$ cat src/hdl/pcm_pkg.sv
`default_nettype none
// ----------------------------------------------------------------------------
// pcm_pkg: shared types and constants of the pwm capture meter
// payload structs, request codes and queue status
// ----------------------------------------------------------------------------
package pcm_pkg;

	localparam int unsigned CAPTURE_W = 16;
	localparam int unsigned DUTY_W    = 7;
	localparam int unsigned FREQ_W    = 24;
	localparam int unsigned TICK_W    = 24;

	localparam logic [TICK_W-1:0] TICK_HZ_RESET = 24'd1000000;
	localparam logic [DUTY_W-1:0] DUTY_SCALE    = 7'd100;

	localparam logic REQ_START = 1'b0;
	localparam logic REQ_EDGE  = 1'b1;

	typedef struct packed {
		logic                 req_type;
		logic [CAPTURE_W-1:0] capture_time;
		logic                 rising_edge;
	} cap_item_t;

	typedef struct packed {
		logic [DUTY_W-1:0] duty_percent;
		logic [FREQ_W-1:0] freq_hz;
		logic              period_zero;
	} meas_item_t;

	typedef struct packed {
		logic full;
		logic empty;
	} queue_stat_t;

endpackage
`default_nettype wire

$ cat src/hdl/pwm_capture_duty_frequency_meter_top.sv
`default_nettype none
// ----------------------------------------------------------------------------
// pwm_capture_duty_frequency_meter_top: pwm duty and frequency meter
// measures high and low time from capture events, reports duty and frequency
// ----------------------------------------------------------------------------
// usage
//   cap channel: a start item arms the meter, then edge items carry the timer
//   stamp and polarity; first rise, next fall and second rise are used, wrong
//   polarity and edges while idle are dropped
//   meas channel: one item per completed measurement (after the second rise)
//   cfg port: cfg_wr_en / cfg_wr_data set tick_hz, write only while idle
// timing
//   every cap item is taken in the cycle it is offered while the job queue has room
//   after the second rise a job passes the queue, the divider and the output
//   register; the serial divider retires one bit per cycle over
//   max(TIMER_BITS+7, 24) steps, so it sets the sustained rate
// reset
//   arst_n clears the phase, the queue and the output valid; tick_hz returns
//   to 1000000
// stall
//   a stalled result holds in the output register; the divider then waits,
//   the two-entry queue fills and cap_stall rises
// ----------------------------------------------------------------------------
module pwm_capture_duty_frequency_meter_top #(
	parameter int unsigned TIMER_BITS = 16
) (
	input  wire                          clk,
	input  wire                          arst_n,
	input  wire                          cap_valid,
	output logic                         cap_stall,
	input  pcm_pkg::cap_item_t           cap,
	output logic                         meas_valid,
	input  wire                          meas_stall,
	output pcm_pkg::meas_item_t          meas,
	input  wire                          cfg_wr_en,
	input  wire  [pcm_pkg::TICK_W-1:0]   cfg_wr_data
);
	import pcm_pkg::*;

	localparam int unsigned TW = TIMER_BITS;
	localparam int unsigned JW = 2 * TW + 1;

	logic [TICK_W-1:0] tick_hz_q;
	queue_stat_t       qstat;
	logic              push;
	logic              pop;
	logic [TW-1:0]     f_ton;
	logic [TW:0]       f_period;
	logic [JW-1:0]     q_rdata;

	always_ff @(posedge clk or negedge arst_n) begin
		if (!arst_n) begin
			tick_hz_q <= TICK_HZ_RESET;
		end else if (cfg_wr_en) begin
			tick_hz_q <= cfg_wr_data;
		end
	end

	pcm_front #(.TW(TW)) u_front (
		.clk        (clk),
		.arst_n     (arst_n),
		.cap_valid  (cap_valid),
		.cap_stall  (cap_stall),
		.cap        (cap),
		.qstat      (qstat),
		.push       (push),
		.job_ton    (f_ton),
		.job_period (f_period)
	);

	pcm_queue #(.W(JW)) u_queue (
		.clk    (clk),
		.arst_n (arst_n),
		.push   (push),
		.wdata  ({f_ton, f_period}),
		.pop    (pop),
		.rdata  (q_rdata),
		.qstat  (qstat)
	);

	pcm_back #(.TW(TW)) u_back (
		.clk        (clk),
		.arst_n     (arst_n),
		.qstat      (qstat),
		.pop        (pop),
		.job_ton    (q_rdata[JW-1:TW+1]),
		.job_period (q_rdata[TW:0]),
		.tick_hz    (tick_hz_q),
		.meas_valid (meas_valid),
		.meas_stall (meas_stall),
		.meas       (meas)
	);

endmodule
`default_nettype wire

$ cat src/hdl/pcm_front.sv
`default_nettype none
// ----------------------------------------------------------------------------
// pcm_front: capture event front end
// tracks the arm / rise / fall / rise sequence and queues ton and period
// ----------------------------------------------------------------------------
module pcm_front #(
	parameter int unsigned TW = 16
) (
	input  wire                     clk,
	input  wire                     arst_n,
	input  wire                     cap_valid,
	output logic                    cap_stall,
	input  pcm_pkg::cap_item_t      cap,
	input  pcm_pkg::queue_stat_t    qstat,
	output logic                    push,
	output logic [TW-1:0]           job_ton,
	output logic [TW:0]             job_period
);
	import pcm_pkg::*;

	typedef enum logic [3:0] {
		PH_IDLE  = 4'b0001,
		PH_RISE1 = 4'b0010,
		PH_FALL  = 4'b0100,
		PH_RISE2 = 4'b1000
	} phase_t;

	phase_t        phase_q;
	logic [TW-1:0] first_q;
	logic [TW-1:0] fall_q;
	logic [TW-1:0] t_w;
	logic [TW-1:0] toff;
	logic          acc;

	assign cap_stall  = qstat.full;
	assign acc        = cap_valid && !qstat.full;
	assign t_w        = TW'(cap.capture_time);
	assign job_ton    = fall_q - first_q;
	assign toff       = t_w - fall_q;
	assign job_period = {1'b0, job_ton} + {1'b0, toff};
	assign push       = acc && (cap.req_type == REQ_EDGE) && (phase_q == PH_RISE2)
		&& cap.rising_edge;

	always_ff @(posedge clk or negedge arst_n) begin
		if (!arst_n) begin
			phase_q <= PH_IDLE;
			first_q <= '0;
			fall_q  <= '0;
		end else if (acc) begin
			if (cap.req_type == REQ_START) begin
				phase_q <= PH_RISE1;
			end else begin
				case (phase_q)
					PH_RISE1: begin
						if (cap.rising_edge) begin
							first_q <= t_w;
							phase_q <= PH_FALL;
						end
					end
					PH_FALL: begin
						if (!cap.rising_edge) begin
							fall_q  <= t_w;
							phase_q <= PH_RISE2;
						end
					end
					PH_RISE2: begin
						if (cap.rising_edge) begin
							phase_q <= PH_IDLE;
						end
					end
					default: begin
						phase_q <= PH_IDLE;
					end
				endcase
			end
		end
	end

endmodule
`default_nettype wire

$ cat src/hdl/pcm_queue.sv
`default_nettype none
// ----------------------------------------------------------------------------
// pcm_queue: two-entry job queue
// decouples the capture front end from the divider
// ----------------------------------------------------------------------------
module pcm_queue #(
	parameter int unsigned W = 33
) (
	input  wire                  clk,
	input  wire                  arst_n,
	input  wire                  push,
	input  wire  [W-1:0]         wdata,
	input  wire                  pop,
	output logic [W-1:0]         rdata,
	output pcm_pkg::queue_stat_t qstat
);
	import pcm_pkg::*;

	logic [W-1:0] mem_q [2];
	logic         wr_ptr_q;
	logic         rd_ptr_q;
	logic [1:0]   cnt_q;
	logic         do_push;
	logic         do_pop;

	assign qstat.full  = (cnt_q == 2'd2);
	assign qstat.empty = (cnt_q == 2'd0);
	assign do_push     = push && !qstat.full;
	assign do_pop      = pop && !qstat.empty;
	assign rdata       = mem_q[rd_ptr_q];

	always_ff @(posedge clk) begin
		if (do_push) begin
			mem_q[wr_ptr_q] <= wdata;
		end
	end

	always_ff @(posedge clk or negedge arst_n) begin
		if (!arst_n) begin
			wr_ptr_q <= 1'b0;
			rd_ptr_q <= 1'b0;
			cnt_q    <= 2'd0;
		end else begin
			if (do_push) begin
				wr_ptr_q <= !wr_ptr_q;
			end
			if (do_pop) begin
				rd_ptr_q <= !rd_ptr_q;
			end
			case ({do_push, do_pop})
				2'b10:   cnt_q <= cnt_q + 2'd1;
				2'b01:   cnt_q <= cnt_q - 2'd1;
				default: cnt_q <= cnt_q;
			endcase
		end
	end

endmodule
`default_nettype wire

$ cat src/hdl/pcm_back.sv
`default_nettype none
// ----------------------------------------------------------------------------
// pcm_back: serial divider back end
// two restoring lanes share one count: ton*100/period and tick_hz/period
// ----------------------------------------------------------------------------
module pcm_back #(
	parameter int unsigned TW = 16
) (
	input  wire                          clk,
	input  wire                          arst_n,
	input  pcm_pkg::queue_stat_t         qstat,
	output logic                         pop,
	input  wire  [TW-1:0]                job_ton,
	input  wire  [TW:0]                  job_period,
	input  wire  [pcm_pkg::TICK_W-1:0]   tick_hz,
	output logic                         meas_valid,
	input  wire                          meas_stall,
	output pcm_pkg::meas_item_t          meas
);
	import pcm_pkg::*;

	localparam int unsigned PW = TW + 1;
	localparam int unsigned DW = (TW + DUTY_W > TICK_W) ? TW + DUTY_W : TICK_W;
	localparam int unsigned CW = $clog2(DW + 1);

	typedef enum logic [1:0] {
		B_IDLE = 2'b01,
		B_RUN  = 2'b10
	} back_state_t;

	back_state_t   state_q;
	logic [CW-1:0] cnt_q;
	logic [DW-1:0] qa_q;
	logic [DW-1:0] qb_q;
	logic [PW-1:0] rem_a_q;
	logic [PW-1:0] rem_b_q;
	logic [PW-1:0] div_q;
	logic          zero_q;
	logic          out_valid_q;
	meas_item_t    out_q;

	logic [PW:0]   sh_a;
	logic [PW:0]   sh_b;
	logic          ge_a;
	logic          ge_b;
	logic [PW:0]   dif_a;
	logic [PW:0]   dif_b;
	logic          finish;
	logic          out_free;

	assign pop        = (state_q == B_IDLE) && !qstat.empty;
	assign out_free   = !out_valid_q || !meas_stall;
	assign finish     = (state_q == B_RUN) && (cnt_q == '0) && out_free;
	assign meas_valid = out_valid_q;
	assign meas       = out_q;

	assign sh_a  = {rem_a_q, qa_q[DW-1]};
	assign sh_b  = {rem_b_q, qb_q[DW-1]};
	assign dif_a = sh_a - {1'b0, div_q};
	assign dif_b = sh_b - {1'b0, div_q};
	assign ge_a  = (sh_a >= {1'b0, div_q});
	assign ge_b  = (sh_b >= {1'b0, div_q});

	always_ff @(posedge clk) begin
		if (pop) begin
			qa_q    <= DW'(job_ton) * DW'(DUTY_SCALE);
			qb_q    <= DW'(tick_hz);
			rem_a_q <= '0;
			rem_b_q <= '0;
			div_q   <= job_period;
			zero_q  <= (job_period == '0);
		end else if ((state_q == B_RUN) && (cnt_q != '0)) begin
			qa_q    <= {qa_q[DW-2:0], ge_a};
			qb_q    <= {qb_q[DW-2:0], ge_b};
			rem_a_q <= ge_a ? dif_a[PW-1:0] : sh_a[PW-1:0];
			rem_b_q <= ge_b ? dif_b[PW-1:0] : sh_b[PW-1:0];
		end
		if (finish) begin
			out_q.duty_percent <= zero_q ? '0 : qa_q[DUTY_W-1:0];
			out_q.freq_hz      <= zero_q ? '0 : qb_q[FREQ_W-1:0];
			out_q.period_zero  <= zero_q;
		end
	end

	always_ff @(posedge clk or negedge arst_n) begin
		if (!arst_n) begin
			state_q     <= B_IDLE;
			cnt_q       <= '0;
			out_valid_q <= 1'b0;
		end else begin
			case (state_q)
				B_IDLE: begin
					if (pop) begin
						state_q <= B_RUN;
						cnt_q   <= CW'(DW);
					end
				end
				B_RUN: begin
					if (cnt_q != '0) begin
						cnt_q <= cnt_q - CW'(1);
					end else if (out_free) begin
						state_q <= B_IDLE;
					end
				end
				default: begin
					state_q <= B_IDLE;
				end
			endcase
			if (finish) begin
				out_valid_q <= 1'b1;
			end else if (!meas_stall) begin
				out_valid_q <= 1'b0;
			end
		end
	end

endmodule
`default_nettype wire

$ cat config.mk
export PLATFORM = sky130hd
export DESIGN_NAME = pwm_capture_duty_frequency_meter_top
export DESIGN_NICKNAME = d
export VERILOG_FILES = /design/src/hdl/pcm_pkg.sv /design/src/hdl/pwm_capture_duty_frequency_meter_top.sv /design/src/hdl/pcm_front.sv /design/src/hdl/pcm_queue.sv /design/src/hdl/pcm_back.sv
export SDC_FILE = /design/constraint.sdc
export NUM_CORES = 1
export LEC_CHECK = 0
export BUFFER_PORTS_ARGS = -buffer_cell sky130_fd_sc_hd__buf_2
export CELL_PAD_IN_SITES_DETAIL_PLACEMENT = 0
export CELL_PAD_IN_SITES_GLOBAL_PLACEMENT = 1
export CORE_UTILIZATION = 50
export CTS_CLUSTER_DIAMETER = 30
export DETAILED_ROUTE_END_ITERATION = 7
export MAX_ROUTING_LAYER = met4
export PLACE_DENSITY = 0.8
export SYNTH_ARGS = -nofsm -noshare
export SYNTH_HDL_FRONTEND = slang
export SYNTH_SLANG_ARGS = --single-unit
$ cat constraint.sdc
create_clock -name clk -period 6.4 [get_ports clk]
set_input_delay 0.32 -clock clk [delete_from_list [all_inputs] [get_ports clk]]
set_output_delay 0.32 -clock clk [all_outputs]
set_load 0.02 [all_outputs]
==> results.md <==
- GP Congestion: about 0.88
- Top layer in use: met4
- Leak: roughly 8.1 nW
- Largest net degree at the start of global routing: 73
- Number of global-route vias before repair: 10.7k
- Die area: approximately 31000 um2
- Register area share after synthesis: 0.483
- Pwr Density: ~600 nW/um2
- WL per Instance: between 15 and 20 um
- Post-synth EDFFs: around 160
- Final min period: ~5100 ps
- Power, Total: between 10 and 15 mW
- First-pass GRT wire length: between 50000 and 60000 um
- Critical Path RT: roughly 6700 ps
- Clk buf depth: 3
- Synthesis-to-finish area growth: 21.2%
- Hold Crit Class: input pin to register
- Yosys top cell area share: 0.316
- Final Util: 0.621
- Sink Count: 270
- Synthesized area per cell: ~11 um2
- Final Max Slew Viols: 0
- Number of cell rows: 63
- Final Hold Viols: 0
- TritonCTS clock tree: done
- DRT antenna net count: 0
- Cell area after synthesis: around 15000 um2
- CP endpoint kind: register
- DRC: 0
- Total grt overflow: 0
- Via count: between 10k and 15k
- FFs w/ async S/R, synth: 0.267
- Hpwl dp: approximately 22000 um
- Place WS: around 1400 ps
- Metal2 WL: approximately 15000 um
- Tightest Pin Transition: approximately 1200 ps
- DRT Pass-1 Iters: 5
- Core outline area: approximately 30000 um2
- Worst-skew pair later-pin latency: between 500 and 600 ps
- Initial Utilization: 0.512
- Diode count: 0
- Status: finished, final reports clean
- CP Class: register to register
- Syn Nets: between 1.5k and 2k
- Die width: 177 um
- Initial antenna violation count: 0
- Flop-to-flop setup slack: between 1000 and 1500 ps
- Max Fclk: around 200 MHz
- IO Pins: 81
- Top_reg_cell synth: edfxtp_1
- Seq cells post-synth: 270
- Largest cells by area after synthesis: edfxtp_1, ha_1, dfrtp_1
- Crit Path Max Fanout: 14
- TritonCTS buffer count: 59
- Ys Warns: 0
- CTS-repair resized insts: 0
- Worst Skew: ~24 ps
- H-tree levels: 2
- Fill count: between 2k and 2.5k
- Setup Viol. Count Final: 0
- Syn Inst Count: roughly 1.4k
- Critical Path Source Type: register
- Initial drt markers: around 650
- Max-cap violation count: 0
- CTS Root Cell: clkbuf_16
- Routed vias/inst: between 5 and 6
- Die Ht: 177 um
- Worst path arrival time: around 5400 ps
- RSZ-0062 raised after global routing: false
- Tot GR Track Use: 0.212
- Library cells used by synthesis: 70
- Fin crit share: 0.789
- Clk slew on worst S/H paths: around 50 ps
- Worst slew margin: 0.196
- Final net count: ~1.8k
- Fin worst setup slack: 1350 ps
- DRT Wirelength: ~31000 um
- Top cell type by total area after synthesis: edfxtp_1
- Layout cells sized above 1: 0.159
- Metal-1 WL: between 10000 and 15000 um
- Peak VDD IR: roughly 0.00029 V
- Met3 WL: between 800 and 900 um
- Final TNS setup: 0 ps
- PortBufs: 80
[worst paths after layout]
kind / from / to / cells after the start
min in group asynchronous: arst_n / u_front.phase_q[3]$_DFFE_PN0P_ / 2
max in group asynchronous: arst_n / u_front.fall_q[14]$_DFFE_PN0P_ / 2
setup / recovery: u_queue.rd_ptr_q$_DFFE_PN0P_ / u_back.qa_q[18]$_DFFE_PP_ / 15
setup reg to reg: u_queue.rd_ptr_q$_DFFE_PN0P_ / u_back.qa_q[18]$_DFFE_PP_ / 15
hold reg to reg: u_back.rem_b_q[16]$_SDFFE_PP0P_ / u_back.rem_b_q[16]$_SDFFE_PP0P_ / 2
hold / removal: cap[8] / u_front.fall_q[7]$_DFFE_PN0P_ / 2
[critical path, stage by stage (launching register included)]
cell and delay (ps):
dfrtp_1 740, mux2_2 450, ha_1 310, ha_1 310, fa_1 460, ha_1 350
a21o_1 190, a21oi_1 210, o21bai_1 90, a21oi_1 230, o21ai_1 140, a211oi_1 430
nor2_1 120, o21a_1 200, or3_1 300, a32o_1 260
[kinds of logic after synthesis]
family | synth area share
simple gates | 0.113
compound gates | 0.131
flops | 0.483
buf+inv | 0.0436
fa+ha+maj | 0.130
mux | 0.0569
xor+xnor | 0.0429
[cells in the mapped netlist, types with 48 or more instances]
master    count
o21ai_1      64
edfxtp_1    161
nand2_1     146
nor2b_1      48
inv_1       131
a21oi_1      76
nor2_1       73
ha_1        133
o21ai_0      49
dfrtp_1      63
mux2_2       48
[where the power goes]
part / switching (mW) / total [mW] / internal (mW)
Sequential: 0.228 / 2.97 / 2.74
Clock: 0.947 / 2.97 / 2.03
Combinational: 3.05 / 5.12 / 2.07
[timing repair]
item | in CTS | in global routing
hold buffers | 42 | 0
hold endpoints to repair | 114 | 0
setup buffers | 0 | 0
endpoints found under the setup margin | 0 | 0
[sequential cells by signal (all words and copies together) (netlist names), 4 cells and up]
signal and count:
u_back.rem_b_q 17, u_back.qb_q 24, u_front.fall_q 16, u_back.rem_a_q 17
tick_hz_q 24, u_front.phase_q 4, u_back.qa_q 24, u_back.div_q 17
u_queue.mem_q 66, u_back.meas 32, u_back.cnt_q 5, u_front.first_q 16
[metal layers]
| metal | vias to the layer above | GRT usage |
|---|---|---|
| li1 | 5439 | - |
| met1 | 5129 | 0.274 |
| met2 | 139 | 0.345 |
| met3 | 58 | 0.0322 |
| met4 | 0 | 0.0607 |
| met5 | - | - |
[layout make-up]
class                   count  area (um2)  area share
repair buffers            132         898      0.0484
clock buffers              70        1540      0.0829
clock inverters            41         459      0.0247
flip-flops and latches    270        7390       0.398
multi-input cells         994        7280       0.392
inverters                 135         507      0.0273
well taps                 390         488      0.0263
[metrics by stage]
stage / area (um2) / std cells / hold WS (ps)
after floorplan: 15300 / 1442 / 24.4
after global placement: 16100 / 1879 / 449
after detailed placement: 16100 / 1879 / 460
after CTS: 18600 / 2032 / 2.06
after global routing: 18600 / 2032 / 26.6
final: 18600 / 2032 / 22.7
[cell usage in the layout, fill, tap and decap left out, drive strengths merged, types with 7 or more instances in the layout]
| cell type | n |
|---|---|
| nor4 | 9 |
| a21oi | 78 |
| inv | 136 |
| mux2i | 15 |
| buf | 90 |
| ha | 133 |
| fa | 16 |
| nand2 | 146 |
| xor2 | 34 |
| a211oi | 9 |
| dlygate4sd3 | 42 |
| a31oi | 7 |
| clkbuf | 70 |
| dfrtp | 63 |
| nor2b | 48 |
| dfxtp | 37 |
| xnor2 | 41 |
| clkinv | 27 |
| a21boi | 10 |
| a32oi | 7 |
| nand2b | 13 |
| a21o | 24 |
| o21a | 15 |
| dfstp | 9 |
| o31ai | 9 |
| nand3 | 30 |
| o21bai | 9 |
| nor3 | 18 |
| mux2 | 64 |
| bufinv | 8 |
| nor2 | 73 |
| edfxtp | 161 |
| o21ai | 113 |
Note: power is estimated with default switching activity, not from simulation.
